File: config.mk
export PLATFORM = sky130hd
export DESIGN_NAME = bf_front_flat
export DESIGN_NICKNAME = d
export VERILOG_FILES = /design/src/rtl/bf_pkg.sv /design/src/rtl/bf_req_if.sv /design/src/rtl/bf_front.sv /design/src/flat_wrapper.sv
export SDC_FILE = /design/constraint.sdc
export NUM_CORES = 1
export LEC_CHECK = 0
export BUFFER_PORTS_ARGS = -buffer_cell sky130_fd_sc_hd__buf_2
export CAP_MARGIN = 10
export CORE_UTILIZATION = 49
export CTS_BUF_LIST = sky130_fd_sc_hd__clkbuf_16
export DETAILED_ROUTE_END_ITERATION = 10
export MAX_ROUTING_LAYER = met4
export PLACE_DENSITY = 0.81
export SLEW_MARGIN = 30
export SYNTH_ARGS = -nofsm -noshare
export SYNTH_HDL_FRONTEND = slang
export SYNTH_SLANG_ARGS = --single-unit
File: constraint.sdc
create_clock -name clock -period 1.6 [get_ports clock]
set_input_delay 0.32 -clock clock [delete_from_list [all_inputs] [get_ports clock]]
set_output_delay 0.32 -clock clock [all_outputs]
set_load 0.02 [all_outputs]
File: src/rtl/bf_pkg.sv
package bf_pkg;

   // Image geometry and datapath sizes.
   localparam int MAX_WIDTH     = 2048;
   localparam int PIXEL_BITS    = 8;
   localparam int COL_BITS      = $clog2(MAX_WIDTH);
   localparam int WIDTH_BITS    = 12;
   localparam int HEIGHT_BITS   = 16;
   localparam int COLSUM_BITS   = PIXEL_BITS + 2;
   localparam int SUM_BITS      = PIXEL_BITS + 4;
   localparam int FRAC_BITS     = 16;
   localparam int RECIP_BITS    = FRAC_BITS + 1;
   localparam int PROD_BITS     = SUM_BITS + RECIP_BITS;
   localparam int CNT_BITS      = 4;
   localparam int CSR_ADDR_BITS = 1;
   localparam int CSR_DATA_BITS = 16;

   // Register indexes on the configuration port.
   localparam logic [CSR_ADDR_BITS-1:0] CSR_IMAGE_WIDTH  = 1'b0;
   localparam logic [CSR_ADDR_BITS-1:0] CSR_IMAGE_HEIGHT = 1'b1;

   typedef enum logic [0:0] {
      KIND_PIXEL,
      KIND_DRAIN
   } kind_type;

   typedef struct packed {
      kind_type                kind;
      logic [PIXEL_BITS-1:0]   pixel;
   } item_type;

   typedef struct packed {
      logic [PIXEL_BITS-1:0]   smoothed_value;
      logic                    image_last;
   } result_type;

   typedef struct packed {
      logic                    push_a;
      logic                    push_b;
      result_type              res_a;
      result_type              res_b;
   } push_type;

   typedef struct packed {
      logic [PIXEL_BITS-1:0]   top;
      logic [PIXEL_BITS-1:0]   mid;
      logic [PIXEL_BITS-1:0]   bot;
   } column_type;

   typedef enum logic [2:0] {
      ST_IDLE,
      ST_PIX_CALC,
      ST_DR_MID,
      ST_DR_LEFT,
      ST_DR_RIGHT,
      ST_EMIT
   } state_type;

   // Scaled reciprocal of the neighbor count; exact floor for sums up to 9 * 255.
   function automatic logic [RECIP_BITS-1:0] recip(input logic [CNT_BITS-1:0] n);
      logic [RECIP_BITS-1:0] r;
      case (n)
         4'd1:    r = RECIP_BITS'(65536);
         4'd2:    r = RECIP_BITS'(32768);
         4'd3:    r = RECIP_BITS'(21846);
         4'd4:    r = RECIP_BITS'(16384);
         4'd6:    r = RECIP_BITS'(10923);
         4'd9:    r = RECIP_BITS'(7282);
         default: r = '0;
      endcase
      return r;
   endfunction

   // Sum of one window column, with the top row left out above the image.
   function automatic logic [COLSUM_BITS-1:0] colsum(input column_type col,
                                                     input logic use_top);
      logic [COLSUM_BITS-1:0] s;
      s = COLSUM_BITS'(col.mid) + COLSUM_BITS'(col.bot);
      if (use_top) begin
         s = s + COLSUM_BITS'(col.top);
      end
      return s;
   endfunction

endpackage

File: src/rtl/bf_req_if.sv
interface bf_req_if import bf_pkg::*; ();
   logic                  valid;
   logic                  ready;
   logic                  func;
   logic [PIXEL_BITS-1:0] pixel_value;

   modport source (output valid, func, pixel_value, input ready);
   modport sink   (input valid, func, pixel_value, output ready);
endinterface

File: src/rtl/bf_front.sv
module bf_front import bf_pkg::*; (
   input  logic      clock,
   input  logic      reset,
   bf_req_if.sink    req_chan,
   output logic      q_valid,
   output item_type  q_item,
   input  logic      q_pop
);

   item_type    ent_ff [2];
   logic        wr_ptr_ff, wr_ptr_in;
   logic        rd_ptr_ff, rd_ptr_in;
   logic [1:0]  count_ff, count_in;
   logic        push;
   item_type    new_item;

   // Classify the incoming transaction as a pixel or a drain step.
   always_comb begin
      new_item.kind  = req_chan.func ? KIND_DRAIN : KIND_PIXEL;
      new_item.pixel = req_chan.pixel_value;
   end

   assign req_chan.ready = (count_ff != 2'd2);
   assign push           = req_chan.valid && req_chan.ready;
   assign q_valid        = (count_ff != 2'd0);
   assign q_item         = ent_ff[rd_ptr_ff];

   // Queue pointer and fill count.
   always_comb begin
      wr_ptr_in = wr_ptr_ff;
      rd_ptr_in = rd_ptr_ff;
      count_in  = count_ff;
      if (push) begin
         wr_ptr_in = ~wr_ptr_ff;
      end
      if (q_pop) begin
         rd_ptr_in = ~rd_ptr_ff;
      end
      if (push && !q_pop) begin
         count_in = count_ff + 2'd1;
      end else if (!push && q_pop) begin
         count_in = count_ff - 2'd1;
      end
   end

   always_ff @(posedge clock) begin
      if (reset) begin
         wr_ptr_ff <= 1'b0;
         rd_ptr_ff <= 1'b0;
         count_ff  <= 2'd0;
      end else begin
         wr_ptr_ff <= wr_ptr_in;
         rd_ptr_ff <= rd_ptr_in;
         count_ff  <= count_in;
      end
   end

   // Queue storage.
   always_ff @(posedge clock) begin
      if (push) begin
         ent_ff[wr_ptr_ff] <= new_item;
      end
   end

endmodule

File: src/flat_wrapper.sv
// flat-port wrapper written by rule: the top's interface ports become plain ports
module bf_front_flat import bf_pkg::*;
  (clock, reset, q_valid, q_item, q_pop, req_chan_valid, req_chan_func, req_chan_pixel_value, req_chan_ready);
  bf_req_if req_chan_i ();
  input  logic clock;
  input  logic reset;
  output logic q_valid;
  output item_type q_item;
  input  logic q_pop;
  input wire logic [$bits(req_chan_i.valid)-1:0] req_chan_valid;
  input wire logic [$bits(req_chan_i.func)-1:0] req_chan_func;
  input wire logic [$bits(req_chan_i.pixel_value)-1:0] req_chan_pixel_value;
  output wire logic [$bits(req_chan_i.ready)-1:0] req_chan_ready;
  assign req_chan_i.valid = req_chan_valid;
  assign req_chan_i.func = req_chan_func;
  assign req_chan_i.pixel_value = req_chan_pixel_value;
  assign req_chan_ready = req_chan_i.ready;
  bf_front u_core (.clock(clock), .reset(reset), .req_chan(req_chan_i), .q_valid(q_valid), .q_item(q_item), .q_pop(q_pop));
endmodule
==> reports/summary.txt <==
=================================================================================
Pins Over Slew Limit ...............................................            0
CTS Buf Count ......................................................            3
Via/cell ratio .....................................................         4.83
Max-cap violations .................................................            0
Wire length of the first global-routing pass .......................      1900 um
Number of nets still failing antenna checks after routing ..........            0
Total buffers and inverters traversed by the critical path .........            1
Critical path cell sequence ........................................ mux2_2 > buf_2
Most frequent cells in the layout .................................. buf_2 (23), edfxtp_1 (18), mux2_2 (9)
Source-to-sink clock delay at the later pin of the worst-skew pair .      0.25 ns
Unrepaired setup endpoints after global routing ....................        false
HPWL after detailed placement ......................................       893 um
Max Clock Freq .....................................................      645 MHz
Worst-case hold slack ..............................................     0.257 ns
Effective utilization at floorplan .................................        54.9%
Cell count after synthesis .........................................           52
Leakage power ......................................................     0.451 nW
Final Non-Filler Cells .............................................          103
R2r startpoint ..................................................... u_core.count_ff[0]
Diode count ........................................................            0
Number of setup violations in the final report .....................            0
Critical Path Sink Type ............................................   output pin
Root Driver ........................................................    clkbuf_16
Aggregate global-route resource usage ..............................        15.4%
Average wire per cell in the routed design .........................      12.7 um
Final RePlAce weighted congestion ..................................        0.612
Pre-CTS WS .........................................................    0.0647 ns
Highest fanout seen on the critical path ...........................            9
Final period utilization ...........................................        97.0%
Cts-stage hold buffer count ........................................            0
Clock tree from TritonCTS ..........................................         done
Area of the multi-input gates ......................................    249 sq um
Largest voltage drop on the vdd net ................................     0.949 mV
Mean instance size in the synthesized netlist ......................   16.8 sq um
Maximum buffer depth of the clock tree .............................            2
Seq/Total Area, Yosys ..............................................        73.1%
Post-synthesis instance area .......................................    876 sq um
Last element of the critical path ..................................    q_item[3]
Layout overhead on the synthesized area ............................        29.7%
Layout net count ...................................................           94
Final setup TNS ....................................................         0 ns
Via count ..........................................................          497
Pin count of the biggest net entering global routing ...............           14
Global-route congestion overflow total .............................            0
Number of iterations in the first detailed-routing pass ............            4
Distinct cells, synth ..............................................           18
Classification of the worst-slack hold path ........................       in2reg
CP peak stage delay ................................................      0.45 ns
Clock sink count ...................................................           23
Quantity of I/O buffers inserted on ports ..........................           23
Placed Instances ...................................................           98
Data arrival, critical path ........................................      1.23 ns
# H-tree levels ....................................................            1
DRC Markers ........................................................            0
Final number of hold-violating endpoints ...........................            0
Dominant delay contributor by cell family on the critical path .....   flip-flops
Time the worst path needs with I/O delays and setup ................      1.55 ns
Die height .........................................................      44.3 um
Worst EP required ..................................................      1.28 ns
Power per cell area ................................................ 1410 mW/mm^2
Register bit total from synthesis ..................................           23
Warnings, synthesis ................................................            0
Final instance area ................................................ 0.00114 sq mm
Clock-pin slew on the worst setup and hold paths ...................      0.06 ns
Die X-Extent .......................................................      44.3 um
Post-route total power .............................................      1.60 mW
Fraction of layout instances using a drive strength above 1 ........        59.5%
R2r setup slk ......................................................      0.09 ns
DRC violation total after the first TritonRoute iteration ..........           10
Register Area ......................................................    647 sq um
Nature of the critical path startpoint .............................         flop
Endpoint of the worst register-to-register path .................... u_core.count_ff[1]
Final worst-path setup slack .......................................    0.0487 ns
Most common cell after layout, fill and taps aside .................        buf_2
Worst-case headroom to the max-slew limit ..........................        70.8%
Reg2reg path depth .................................................            6
Final core utilization .............................................        71.3%
Filler Cell Count ..................................................          106
Area after detailed placement ...................................... 0.00102 sq mm
Worst-path cell with the longest stage delay .......................      dfxtp_2
Number of global-route vias before repair ..........................          455
Sum of routed wire length over all layers ..........................      1310 um
Worst clock skew ...................................................   0.00223 ns
Kind of critical path ..............................................      reg2out
Number of top-level design ports ...................................           24
Syn nets ...........................................................           66
Antenna violations before repair ...................................            0
Status .............................................................    completed
Total stage count of the critical path .............................            2
Total Die Area ..................................................... 0.00196 sq mm
Placeable core region .............................................. 0.00159 sq mm
Core Rows ..........................................................           14
Pin slew with the least headroom to its limit ......................     0.438 ns
=================================================================================
[per-layer routing]
metal / track usage, % / vias up / part of all wire, %
met3: 4.08 / 4 / 5.3
met4: 12.7 / 0 / 3.1
met5: - / - / 0
met2: 25.3 / 20 / 49
met1: 15.0 / 229 / 42
li1: - / 244 / -
[power by group]
| part | internal [mW] | switching [mW] |
|---|---|---|
| logic | 0.145 | 0.170 |
| clock network | 0.335 | 0.186 |
| registers | 0.725 | 0.0358 |
[worst min-delay path by stage]
| stage | cells after the start | slack (ns) | from | to |
|---|---|---|---|---|
| after floorplan | 1 | 0.39 | reset | u_core.count_ff[1] |
| after CTS | 1 | 0.25 | req_chan_func | u_core.ent_ff[0][8] |
| after global routing | 1 | 0.25 | req_chan_func | u_core.ent_ff[1][8] |
| final | 1 | 0.26 | req_chan_pixel_value[6] | u_core.ent_ff[0][6] |
| after global placement | 2 | 0.50 | u_core.rd_ptr_ff | u_core.rd_ptr_ff |
| after detailed placement | 1 | 0.51 | req_chan_func | u_core.ent_ff[0][8] |
[layout make-up]
type	instances	area share [%]
clock inverter	1	0.441
clock buffer	3	6.61
timing repair buffer	24	10.8
sequential	23	56.9
tap	24	2.64
inverter	2	0.661
multi-input combinational	26	21.9
[state kept, by name, summed over array words and instances, names as in the netlist, named ones only]
register / count
u_core.rd_ptr_ff: 1
u_core.wr_ptr_ff: 1
u_core.count_ff: 2
u_core.ent_ff: 18
[synthesized netlist by cell type]
cell type | n | share of area (%)
nand3b_1 | 1 | 0.86
nand2b_4 | 1 | 1.6
o21ai_0 | 1 | 0.57
or3_1 | 1 | 0.71
mux2_2 | 9 | 12
nor2_1 | 3 | 1.3
edfxtp_1 | 18 | 62
xnor2_1 | 1 | 1.0
buf_2 | 1 | 0.57
or2_2 | 1 | 0.71
a21oi_1 | 2 | 1.1
ha_1 | 1 | 1.4
dfxtp_1 | 5 | 11
and3_1 | 1 | 0.71
xor2_1 | 2 | 2.0
inv_1 | 2 | 0.86
and2_1 | 1 | 0.71
a21bo_2 | 1 | 1.1
[cell families (layout without fill, tap and decap cells)]
kind of cell	Yosys count	after routing	share of synthesized area, %
buffers and inverters	3	30	1.43
AO/OA/AOI/OAI	4	4	2.86
XOR/XNOR	3	3	3.00
AND/OR/NAND/NOR	9	9	6.57
flip-flops	23	23	73.1
multiplexers	9	9	11.6
adder cells (fa/ha/maj)	1	1	1.43
[repair_timing]
item	4_1_cts	5_1_grt
resized for setup	1	8
pin swaps	0	3
setup endpoints to repair	9	1
buffers inserted	0	1
Note: power is estimated with default switching activity, not from simulation.
