$ cat config.mk
export PLATFORM = sky130hd
export DESIGN_NAME = bf_out_flat
export DESIGN_NICKNAME = d
export VERILOG_FILES = /design/src/rtl/bf_pkg.sv /design/src/rtl/bf_rsp_if.sv /design/src/rtl/bf_out.sv /design/src/flat_wrapper.sv
export SDC_FILE = /design/constraint.sdc
export NUM_CORES = 1
export LEC_CHECK = 0
export ABC_AREA = 0
export ABC_CLOCK_PERIOD_IN_PS = 3400
export BUFFER_PORTS_ARGS = -buffer_cell sky130_fd_sc_hd__buf_4
export CORE_ASPECT_RATIO = 1.5
export CORE_UTILIZATION = 25
export CTS_BUF_LIST = sky130_fd_sc_hd__clkbuf_16
export CTS_CLUSTER_DIAMETER = 150
export CTS_CLUSTER_SIZE = 8
export DETAILED_ROUTE_END_ITERATION = 10
export PLACE_DENSITY = 0.5
export SYNTH_ARGS = -nofsm -noshare
export SYNTH_HDL_FRONTEND = slang
export SYNTH_SLANG_ARGS = --single-unit
$ cat constraint.sdc
create_clock -name clock -period 3.4 [get_ports clock]
set_clock_uncertainty 0.15 [all_clocks]
set_input_delay 0.34 -clock clock [delete_from_list [all_inputs] [get_ports clock]]
set_output_delay 0.34 -clock clock [all_outputs]
set_load 0.05 [all_outputs]
$ cat src/rtl/bf_pkg.sv
package bf_pkg;

   // Image geometry and datapath sizes.
   localparam int MAX_WIDTH     = 2048;
   localparam int PIXEL_BITS    = 8;
   localparam int COL_BITS      = $clog2(MAX_WIDTH);
   localparam int WIDTH_BITS    = 12;
   localparam int HEIGHT_BITS   = 16;
   localparam int COLSUM_BITS   = PIXEL_BITS + 2;
   localparam int SUM_BITS      = PIXEL_BITS + 4;
   localparam int FRAC_BITS     = 16;
   localparam int RECIP_BITS    = FRAC_BITS + 1;
   localparam int PROD_BITS     = SUM_BITS + RECIP_BITS;
   localparam int CNT_BITS      = 4;
   localparam int CSR_ADDR_BITS = 1;
   localparam int CSR_DATA_BITS = 16;

   // Register indexes on the configuration port.
   localparam logic [CSR_ADDR_BITS-1:0] CSR_IMAGE_WIDTH  = 1'b0;
   localparam logic [CSR_ADDR_BITS-1:0] CSR_IMAGE_HEIGHT = 1'b1;

   typedef enum logic [0:0] {
      KIND_PIXEL,
      KIND_DRAIN
   } kind_type;

   typedef struct packed {
      kind_type                kind;
      logic [PIXEL_BITS-1:0]   pixel;
   } item_type;

   typedef struct packed {
      logic [PIXEL_BITS-1:0]   smoothed_value;
      logic                    image_last;
   } result_type;

   typedef struct packed {
      logic                    push_a;
      logic                    push_b;
      result_type              res_a;
      result_type              res_b;
   } push_type;

   typedef struct packed {
      logic [PIXEL_BITS-1:0]   top;
      logic [PIXEL_BITS-1:0]   mid;
      logic [PIXEL_BITS-1:0]   bot;
   } column_type;

   typedef enum logic [2:0] {
      ST_IDLE,
      ST_PIX_CALC,
      ST_DR_MID,
      ST_DR_LEFT,
      ST_DR_RIGHT,
      ST_EMIT
   } state_type;

   // Scaled reciprocal of the neighbor count; exact floor for sums up to 9 * 255.
   function automatic logic [RECIP_BITS-1:0] recip(input logic [CNT_BITS-1:0] n);
      logic [RECIP_BITS-1:0] r;
      case (n)
         4'd1:    r = RECIP_BITS'(65536);
         4'd2:    r = RECIP_BITS'(32768);
         4'd3:    r = RECIP_BITS'(21846);
         4'd4:    r = RECIP_BITS'(16384);
         4'd6:    r = RECIP_BITS'(10923);
         4'd9:    r = RECIP_BITS'(7282);
         default: r = '0;
      endcase
      return r;
   endfunction

   // Sum of one window column, with the top row left out above the image.
   function automatic logic [COLSUM_BITS-1:0] colsum(input column_type col,
                                                     input logic use_top);
      logic [COLSUM_BITS-1:0] s;
      s = COLSUM_BITS'(col.mid) + COLSUM_BITS'(col.bot);
      if (use_top) begin
         s = s + COLSUM_BITS'(col.top);
      end
      return s;
   endfunction

endpackage

$ cat src/rtl/bf_rsp_if.sv
interface bf_rsp_if import bf_pkg::*; ();
   logic                  valid;
   logic                  ready;
   logic [PIXEL_BITS-1:0] smoothed_value;
   logic                  image_last;

   modport source (output valid, smoothed_value, image_last, input ready);
   modport sink   (input valid, smoothed_value, image_last, output ready);
endinterface

$ cat src/rtl/bf_out.sv
module bf_out import bf_pkg::*; (
   input  logic      clock,
   input  logic      reset,
   input  push_type  push,
   bf_rsp_if.source  rsp_chan,
   output logic      empty
);

   result_type  ent_ff [2];
   logic        head_ff;
   logic [1:0]  count_ff;
   logic        pop;

   // The engine only starts an item with this buffer empty, so pushes
   // always land in an empty buffer.
   assign empty                   = (count_ff == 2'd0);
   assign rsp_chan.valid          = !empty;
   assign rsp_chan.smoothed_value = ent_ff[head_ff].smoothed_value;
   assign rsp_chan.image_last     = ent_ff[head_ff].image_last;
   assign pop                     = rsp_chan.valid && rsp_chan.ready;

   // Head pointer and fill count.
   always_ff @(posedge clock) begin
      if (reset) begin
         head_ff  <= 1'b0;
         count_ff <= 2'd0;
      end else if (push.push_a || push.push_b) begin
         head_ff  <= 1'b0;
         count_ff <= {1'b0, push.push_a} + {1'b0, push.push_b};
      end else if (pop) begin
         head_ff  <= ~head_ff;
         count_ff <= count_ff - 2'd1;
      end
   end

   // Result storage, first result in entry zero.
   always_ff @(posedge clock) begin
      if (push.push_a) begin
         ent_ff[0] <= push.res_a;
         if (push.push_b) begin
            ent_ff[1] <= push.res_b;
         end
      end else if (push.push_b) begin
         ent_ff[0] <= push.res_b;
      end
   end

endmodule

$ cat src/flat_wrapper.sv
// flat-port wrapper written by rule: the top's interface ports become plain ports
module bf_out_flat import bf_pkg::*;
  (clock, reset, push, empty, rsp_chan_valid, rsp_chan_smoothed_value, rsp_chan_image_last, rsp_chan_ready);
  bf_rsp_if rsp_chan_i ();
  input  logic clock;
  input  logic reset;
  input  push_type push;
  output logic empty;
  output wire logic [$bits(rsp_chan_i.valid)-1:0] rsp_chan_valid;
  output wire logic [$bits(rsp_chan_i.smoothed_value)-1:0] rsp_chan_smoothed_value;
  output wire logic [$bits(rsp_chan_i.image_last)-1:0] rsp_chan_image_last;
  input wire logic [$bits(rsp_chan_i.ready)-1:0] rsp_chan_ready;
  assign rsp_chan_valid = rsp_chan_i.valid;
  assign rsp_chan_smoothed_value = rsp_chan_i.smoothed_value;
  assign rsp_chan_image_last = rsp_chan_i.image_last;
  assign rsp_chan_i.ready = rsp_chan_ready;
  bf_out u_core (.clock(clock), .reset(reset), .push(push), .rsp_chan(rsp_chan_i), .empty(empty));
endmodule
==> summary.md, run 1 <==
| Metric | Value |
|---|---|
| Status | finished clean |
| Crit-path cells | mux2_2 > buf_4 |
| Mapped Cells | 63 |
| Routed len/inst | 12.60 um |
| # clock sinks | 22 |
| Post-CTS setup buffers | 0 |
| Total power | 0.0007146 W |
| Compound-cell area share of the yosys netlist | 2.535% |
| Layout fillers | 369 |
| Mux cell area share after synthesis | 20.53% |
| Largest stage delay, worst path | 0.58 ns |
| Crit path required time | 2.91 ns |
| I/O Pins | 34 |
| Antenna diode count | 0 |
| FF-to-FF Start | u_core.count_ff[0]$_SDFFE_PP0P_ |
| Core area | 3716 um2 |
| Largest delay share family, worst path | flip-flops |
| Hpwl dp | 1.342 mm |
| PwrDens | 526.4 nW/um2 |
| Max-Cap Viols | 0 |
| Hold Path Cell Cnt | 1 |
| Pre-antenna DRT Iters | 4 |
| P_leak | 0.5452 nW |
| Critical Path AT | 1.42 ns |
| Post-Synth Simple-Gate Area | 3.929% |
| RD Place Congestion | 0.6212 |
| VDD IR max | 0.2316 mV |
| Post-synth top area cell | edfxtp_1 |
| Share of layout cells above drive strength 1 | 57.14% |
| #FFs+latches synth | 22 |
| Nets | 126 |
| CP max FO | 9 |
| CP Capture Type | primary output |
| Avg Inst Size Synth | 15.67 um2 |
| Async SR Flop Fraction | 0% |
| Reg2Reg Depth | 5 |
| DR DRC count | 0 |
| Slew Limit Fails | 0 |
| Hold endpoint | u_core.ent_ff[1][1]$_DFFE_PP_ |
| DIE HEIGHT | 78.96 um |
| Synth-to-Final Area Change | 37.52% |
| RSZ-0062 raised after global routing | no |
| GRT Residual Overflow | 0 |
| Die ar. | 4209 um2 |
| H-tree depth | 1 |
| Site Rows | 27 |
| Yosys top cell area share | 54.75% |
| Tcrit/Tclk final | 56.08% |
| Pin count of the biggest net entering global routing | 13 |
| Top FF cell, synth | edfxtp_1 |
| Initial antenna violation count | 0 |
| Final hold vios | 0 |
| Worst Hold Launch | push[1] |
| IO buf count | 33 |
| Most instantiated cells after synthesis | edfxtp_1, mux2_2, inv_1 |
| Die Wd | 53.31 um |
| Reg-to-reg setup timing slack | 2.07 ns |
| Vias per inst | 4.199 |
| Cell Area, Placed | 1279 um2 |
| Hold_buf cts | 0 |
| Synth top area cells | edfxtp_1, mux2_2, dfxtp_1 |
| Final WL | 1.776 mm |
| FMAX | 0.5244 GHz |
| Overall Global Routing Usage | 8.870% |
| CP max stage cell | dfxtp_1 |
| Mapped Area | 987.2 um2 |
| Longest Clk Path Bufs | 2 |
| First-pass GRT wire length | 2.635 mm |
| FF-to-FF End | u_core.count_ff[0]$_SDFFE_PP0P_ |
| Worst Path Buf+Inv | 1 |
| Min Tclk post-route | 1.907 ns |
| Post_cts resized | 0 |
| Adder-Cell Fraction of Synth Area | 5.070% |
| Vias in the first global route | 603 |
| Largest family of logic cells by synthesized area | multiplexers |
| Clock latency on the worst-skew pair | 0.25 ns |
| Worst Setup Path Type | reg -> out |
| Synthesis Warnings | 0 |
| Root buffer cell | clkbuf_16 |
| Fin area | 1358 um2 |
| Seq/Total Area, Yosys | 62.86% |
| PnR worst setup slack | 1.493 ns |
| Clock-pin transition on the worst setup and hold timing paths | 0.06 ns |
| CTS Buf Count | 3 |
| Syn_nets | 90 |
| ANT nets after route | 0 |
| Setup TNS Final | 0 ns |
| Number of synthesized flops with an enable pin | 18 |
| XOR/XNOR Fraction of Synth Area | 1.774% |
| Initial Utilization | 26.57% |
| WHS | 0.1249 ns |
| Slew Limit Headroom | 65.75% |
| Setup violations, final | 0 |
| CTS tree | built |
| Worst min-delay path class | in -> reg |
| Worst setup SP type | register |
| Via count | 592 |
| Pre-CTS worst setup slack | 1.625 ns |
| Synth unique cells | 15 |
| DRT iter0 DRCs | 7 |
| Worst-Margin Slew | 0.5137 ns |
[cell type report]
cell class / count / area, um2 / area share (%)
Timing Repair Buffer: 33 / 247.7 / 18.25
Clock buffer: 3 / 75.07 / 5.530
Tap cell: 43 / 53.80 / 3.963
Clock inverter: 1 / 3.754 / 0.2765
Inverter: 6 / 22.52 / 1.659
Sequential cell: 22 / 620.6 / 45.71
Multi-Input combinational cell: 33 / 334.1 / 24.61
[placed cells by master, fill, tap and decap left out, drive strengths merged]
master  count
edfxtp     18
a211oi      1
xnor2       2
nor2        1
nor2b       1
nand2       1
o211ai      1
mux2       18
dfxtp       4
nand3b      1
clkinv      1
buf        33
clkbuf      3
a21oi       1
nor3        2
ha          4
inv         6
[power breakdown]
part | internal, W | leakage (nW) | switching (W)
Sequential | 0.000316 | 0.209 | 0.00000606
Clock | 0.000156 | 0.0385 | 0.0000839
Combinational | 0.0000622 | 0.298 | 0.0000899
[flip-flops by register name, summed over array words and instances (netlist names), named ones only]
register	flops
u_core.count_ff	2
u_core.ent_ff	18
u_core.head_ff	1
[how the worst max path moves through the flow]
stage	start	cells past startpoint	end
3_3_place_gp	push[19]	4	u_core.ent_ff[0][0]$_DFFE_PP_
4_1_cts	register	2	rsp_chan_smoothed_value[6]
3_5_place_dp	push[19]	4	u_core.ent_ff[0][8]$_DFFE_PP_
2_1_floorplan	u_core.count_ff[0]$_SDFFE_PP0P_	3	rsp_chan_valid
5_1_grt	register	2	rsp_chan_smoothed_value[3]
6_report	register	2	rsp_chan_smoothed_value[3]
[cell families after synthesis]
logic type,Yosys count
AOI/OAI and AO/OA,3
xor gates and xnor gates,2
adders and majority gates,4
buffers and inverters,8
DFF,22
muxes,18
and+or+nand+nor,6
[through the flow]
stage | utilization, % | instances
after floorplan | - | 63
after global placement | 34.41 | 137
after detailed placement | 34.41 | 137
after CTS | 36.53 | 141
after global routing | 36.53 | 141
final | 36.53 | 141
[metal layers]
metal  share of wire, %  vias to the layer above  GRT usage (%)
met5                  0                        -              0
li1                   -                      297              -
met4                1.0                        0          3.947
met1                 38                      276          9.576
met3                5.3                        2          1.916
met2                 55                       17          15.75
Note: power is estimated with default switching activity, not from simulation.
==> run 2, diff against run 1 <==
--- a/config.mk
+++ b/config.mk
@@ -6,7 +6,7 @@
 export NUM_CORES = 1
 export LEC_CHECK = 0
 export ABC_AREA = 0
-export ABC_CLOCK_PERIOD_IN_PS = 3400
+export ABC_CLOCK_PERIOD_IN_PS = 1650
 export BUFFER_PORTS_ARGS = -buffer_cell sky130_fd_sc_hd__buf_4
 export CORE_ASPECT_RATIO = 1.5
 export CORE_UTILIZATION = 25
@@ -14,7 +14,7 @@
 export CTS_CLUSTER_DIAMETER = 150
 export CTS_CLUSTER_SIZE = 8
 export DETAILED_ROUTE_END_ITERATION = 10
-export PLACE_DENSITY = 0.5
+export PLACE_DENSITY = 0.51
 export SYNTH_ARGS = -nofsm -noshare
 export SYNTH_HDL_FRONTEND = slang
 export SYNTH_SLANG_ARGS = --single-unit
==> constraint.sdc (replaced) <==
create_clock -name clock -period 1.65 [get_ports clock]
set_clock_uncertainty 0.15 [all_clocks]
set_input_delay 0.165 -clock clock [delete_from_list [all_inputs] [get_ports clock]]
set_output_delay 0.165 -clock clock [all_outputs]
set_load 0.05 [all_outputs]
==> summary.md, run 2 (same netlist as run 1, synthesis figures left out) <==
| Metric | Value |
|---|---|
| Status | finished clean |
| Via count | 647 |
| WHS | 0.06782 ns |
| H-tree depth | 1 |
| Slew Limit Fails | 0 |
| Part of the power in combinational logic | 22.5% |
| DIE HEIGHT | 78.96 um |
| Worst Setup Path Type | reg -> out |
| DRT iter0 DRCs | 0 |
| ANT nets after route | 0 |
| GRT Residual Overflow | 0 |
| Total power | 0.001493 W |
| Clock power share | 33.2% |
| # clock sinks | 22 |
| Initial antenna violation count | 0 |
| Clock latency on the worst-skew pair | 0.25 ns |
| Sw Ratio | 25.07% |
| Max-Cap Viols | 0 |
| Vias in the first global route | 693 |
| Reg2Reg Depth | 5 |
| Pin count of the biggest net entering global routing | 13 |
| Longest Clk Path Bufs | 2 |
| Initial Utilization | 26.57% |
| Vias per inst | 4.201 |
| Die Wd | 53.31 um |
| Tcrit/Tclk final | 95.40% |
| Core area | 3716 um2 |
| CP Capture Type | primary output |
| FF-to-FF Start | u_core.count_ff[0]$_SDFFE_PP0P_ |
| P_leak | 0.6067 nW |
| Min Tclk post-route | 1.574 ns |
| Inst Count DP | 140 |
| Layout fillers | 360 |
| Critical Path AT | 1.26 ns |
| Most common cell after layout, fill and taps aside | buf_4 |
| Pre-CTS worst setup slack | 0.1914 ns |
| Slew Limit Headroom | 65.67% |
| Hold_buf cts | 10 |
| Crit path required time | 1.33 ns |
| First-pass GRT wire length | 2.932 mm |
| RSZ-0062 raised after global routing | no |
| Overall Global Routing Usage | 9.641% |
| Biggest register | u_core.ent_ff |
| Reg-to-reg setup timing slack | 0.34 ns |
| Hold endpoint | u_core.ent_ff[0][7]$_DFFE_PP_ |
| FF-to-FF End | u_core.count_ff[0]$_SDFFE_PP0P_ |
| Hpwl dp | 1.329 mm |
| Share of layout cells above drive strength 1 | 53.15% |
| CTS tree | built |
| Hold Path Cell Cnt | 2 |
| Final Non-Filler Cells | 154 |
| Sw power | 0.0003743 W |
| Commonest non-fill, non-tap cells in the layout | buf_4, mux2_2, edfxtp_1 |
| Final hold vios | 0 |
| Final WL | 1.803 mm |
| Post_cts resized | 0 |
| Post-CTS setup buffers | 0 |
| CP max FO | 6 |
| I/O Pins | 34 |
| PwrDens | 1009 nW/um2 |
| Worst setup SP type | register |
| Root buffer cell | clkbuf_16 |
| Max reg flops | 18 |
| Synth-to-Final Area Change | 49.94% |
| IO buf count | 33 |
| Worst min-delay path class | in -> reg |
| Largest stage delay, worst path | 0.34 ns |
| Clock-pin transition on the worst setup and hold timing paths | 0.06 ns |
| Antenna diode count | 0 |
| CTS Buf Count | 3 |
| Flop pwr share | 44.4% |
| PnR worst setup slack | 0.07591 ns |
| Nets | 139 |
| Worst-Margin Slew | 0.5149 ns |
| CP max stage cell | mux2_2 |
| Largest regs | u_core.ent_ff: 18 flops, u_core.count_ff: 2 flops, u_core.head_ff: 1 flops |
| Setup violations, final | 0 |
| Largest delay share family, worst path | buffers and inverters |
| Site Rows | 27 |
| Routed len/inst | 11.71 um |
| Worst Path Buf+Inv | 2 |
| Worst Hold Launch | push[16] |
| Internal power component | 0.001119 W |
| Setup TNS Final | 0 ns |
| VDD IR max | 0.5136 mV |
| Pre-antenna DRT Iters | 1 |
| FMAX | 0.6353 GHz |
| Cell mode on critical path | buf_4 |
| Crit-path cells | buf_4 > mux2_2 > buf_4 |
| DR DRC count | 0 |
| RD Place Congestion | 0.6689 |
| Die ar. | 4209 um2 |
[run 2: cell count changes in the layout (fill, tap and decap cells not counted), sizes merged]
| cell | previous run | this run |
|---|---|---|
| dlygate4sd3 | 0 | 10 |
| buf | 33 | 36 |
| clkinv | 1 | 0 |
| inv | 6 | 7 |
[run 2: cell type report]
| cell class | count | area (um2) | share of cell area, % |
|---|---|---|---|
| sequential | 22 | 620.6 | 41.93 |
| tap | 43 | 53.80 | 3.635 |
| inverter | 6 | 22.52 | 1.522 |
| multi-input combinational | 33 | 334.1 | 22.57 |
| clock buffer | 3 | 75.07 | 5.072 |
| clock inverter | 1 | 3.754 | 0.2536 |
| timing repair buffer | 46 | 370.4 | 25.02 |
[run 2: worst max-delay path by stage]
stage          slack, ns                             to                       startpoint  cells past startpoint
2_1_floorplan       0.07                 rsp_chan_valid  u_core.count_ff[0]$_SDFFE_PP0P_                      3
3_3_place_gp        0.23  u_core.ent_ff[0][8]$_DFFE_PP_                         push[19]                      5
3_5_place_dp        0.19  u_core.ent_ff[0][3]$_DFFE_PP_                         push[19]                      5
4_1_cts             0.05     rsp_chan_smoothed_value[2]                         register                      3
5_1_grt             0.02     rsp_chan_smoothed_value[3]                         register                      3
6_report            0.08     rsp_chan_smoothed_value[5]                         register                      3
[run 2: power by group through the flow]
| stage | combinational (W) | clock, W | sequential [W] |
|---|---|---|---|
| detailed placement | 0.000320 | 0 | 0.000674 |
| CTS | 0.000341 | 0.000514 | 0.000663 |
| global placement | 0.000319 | 0 | 0.000674 |
| global route | 0.000357 | 0.000536 | 0.000666 |
| floorplan | 0.000210 | 0 | 0.000670 |
| finish | 0.000335 | 0.000496 | 0.000662 |
[run 2: routing by layer]
metal	track usage (%)	vias to the layer above	part of all wire (%)	wire length, um
li1	-	324	-	-
met1	9.939	305	37	668
met2	17.88	16	58	1040
met3	1.916	2	4.4	80
met4	3.947	0	0.78	14
met5	0	-	0	0
[run 2: per-stage QoR]
| stage | cell area [um2] | utilization (%) |
|---|---|---|
| finish | 1480 | 39.83 |
| detailed placement | 1301 | 35.02 |
| CTS | 1480 | 39.83 |
| global placement | 1301 | 35.02 |
| floorplan | 987.2 | - |
| global route | 1480 | 39.83 |
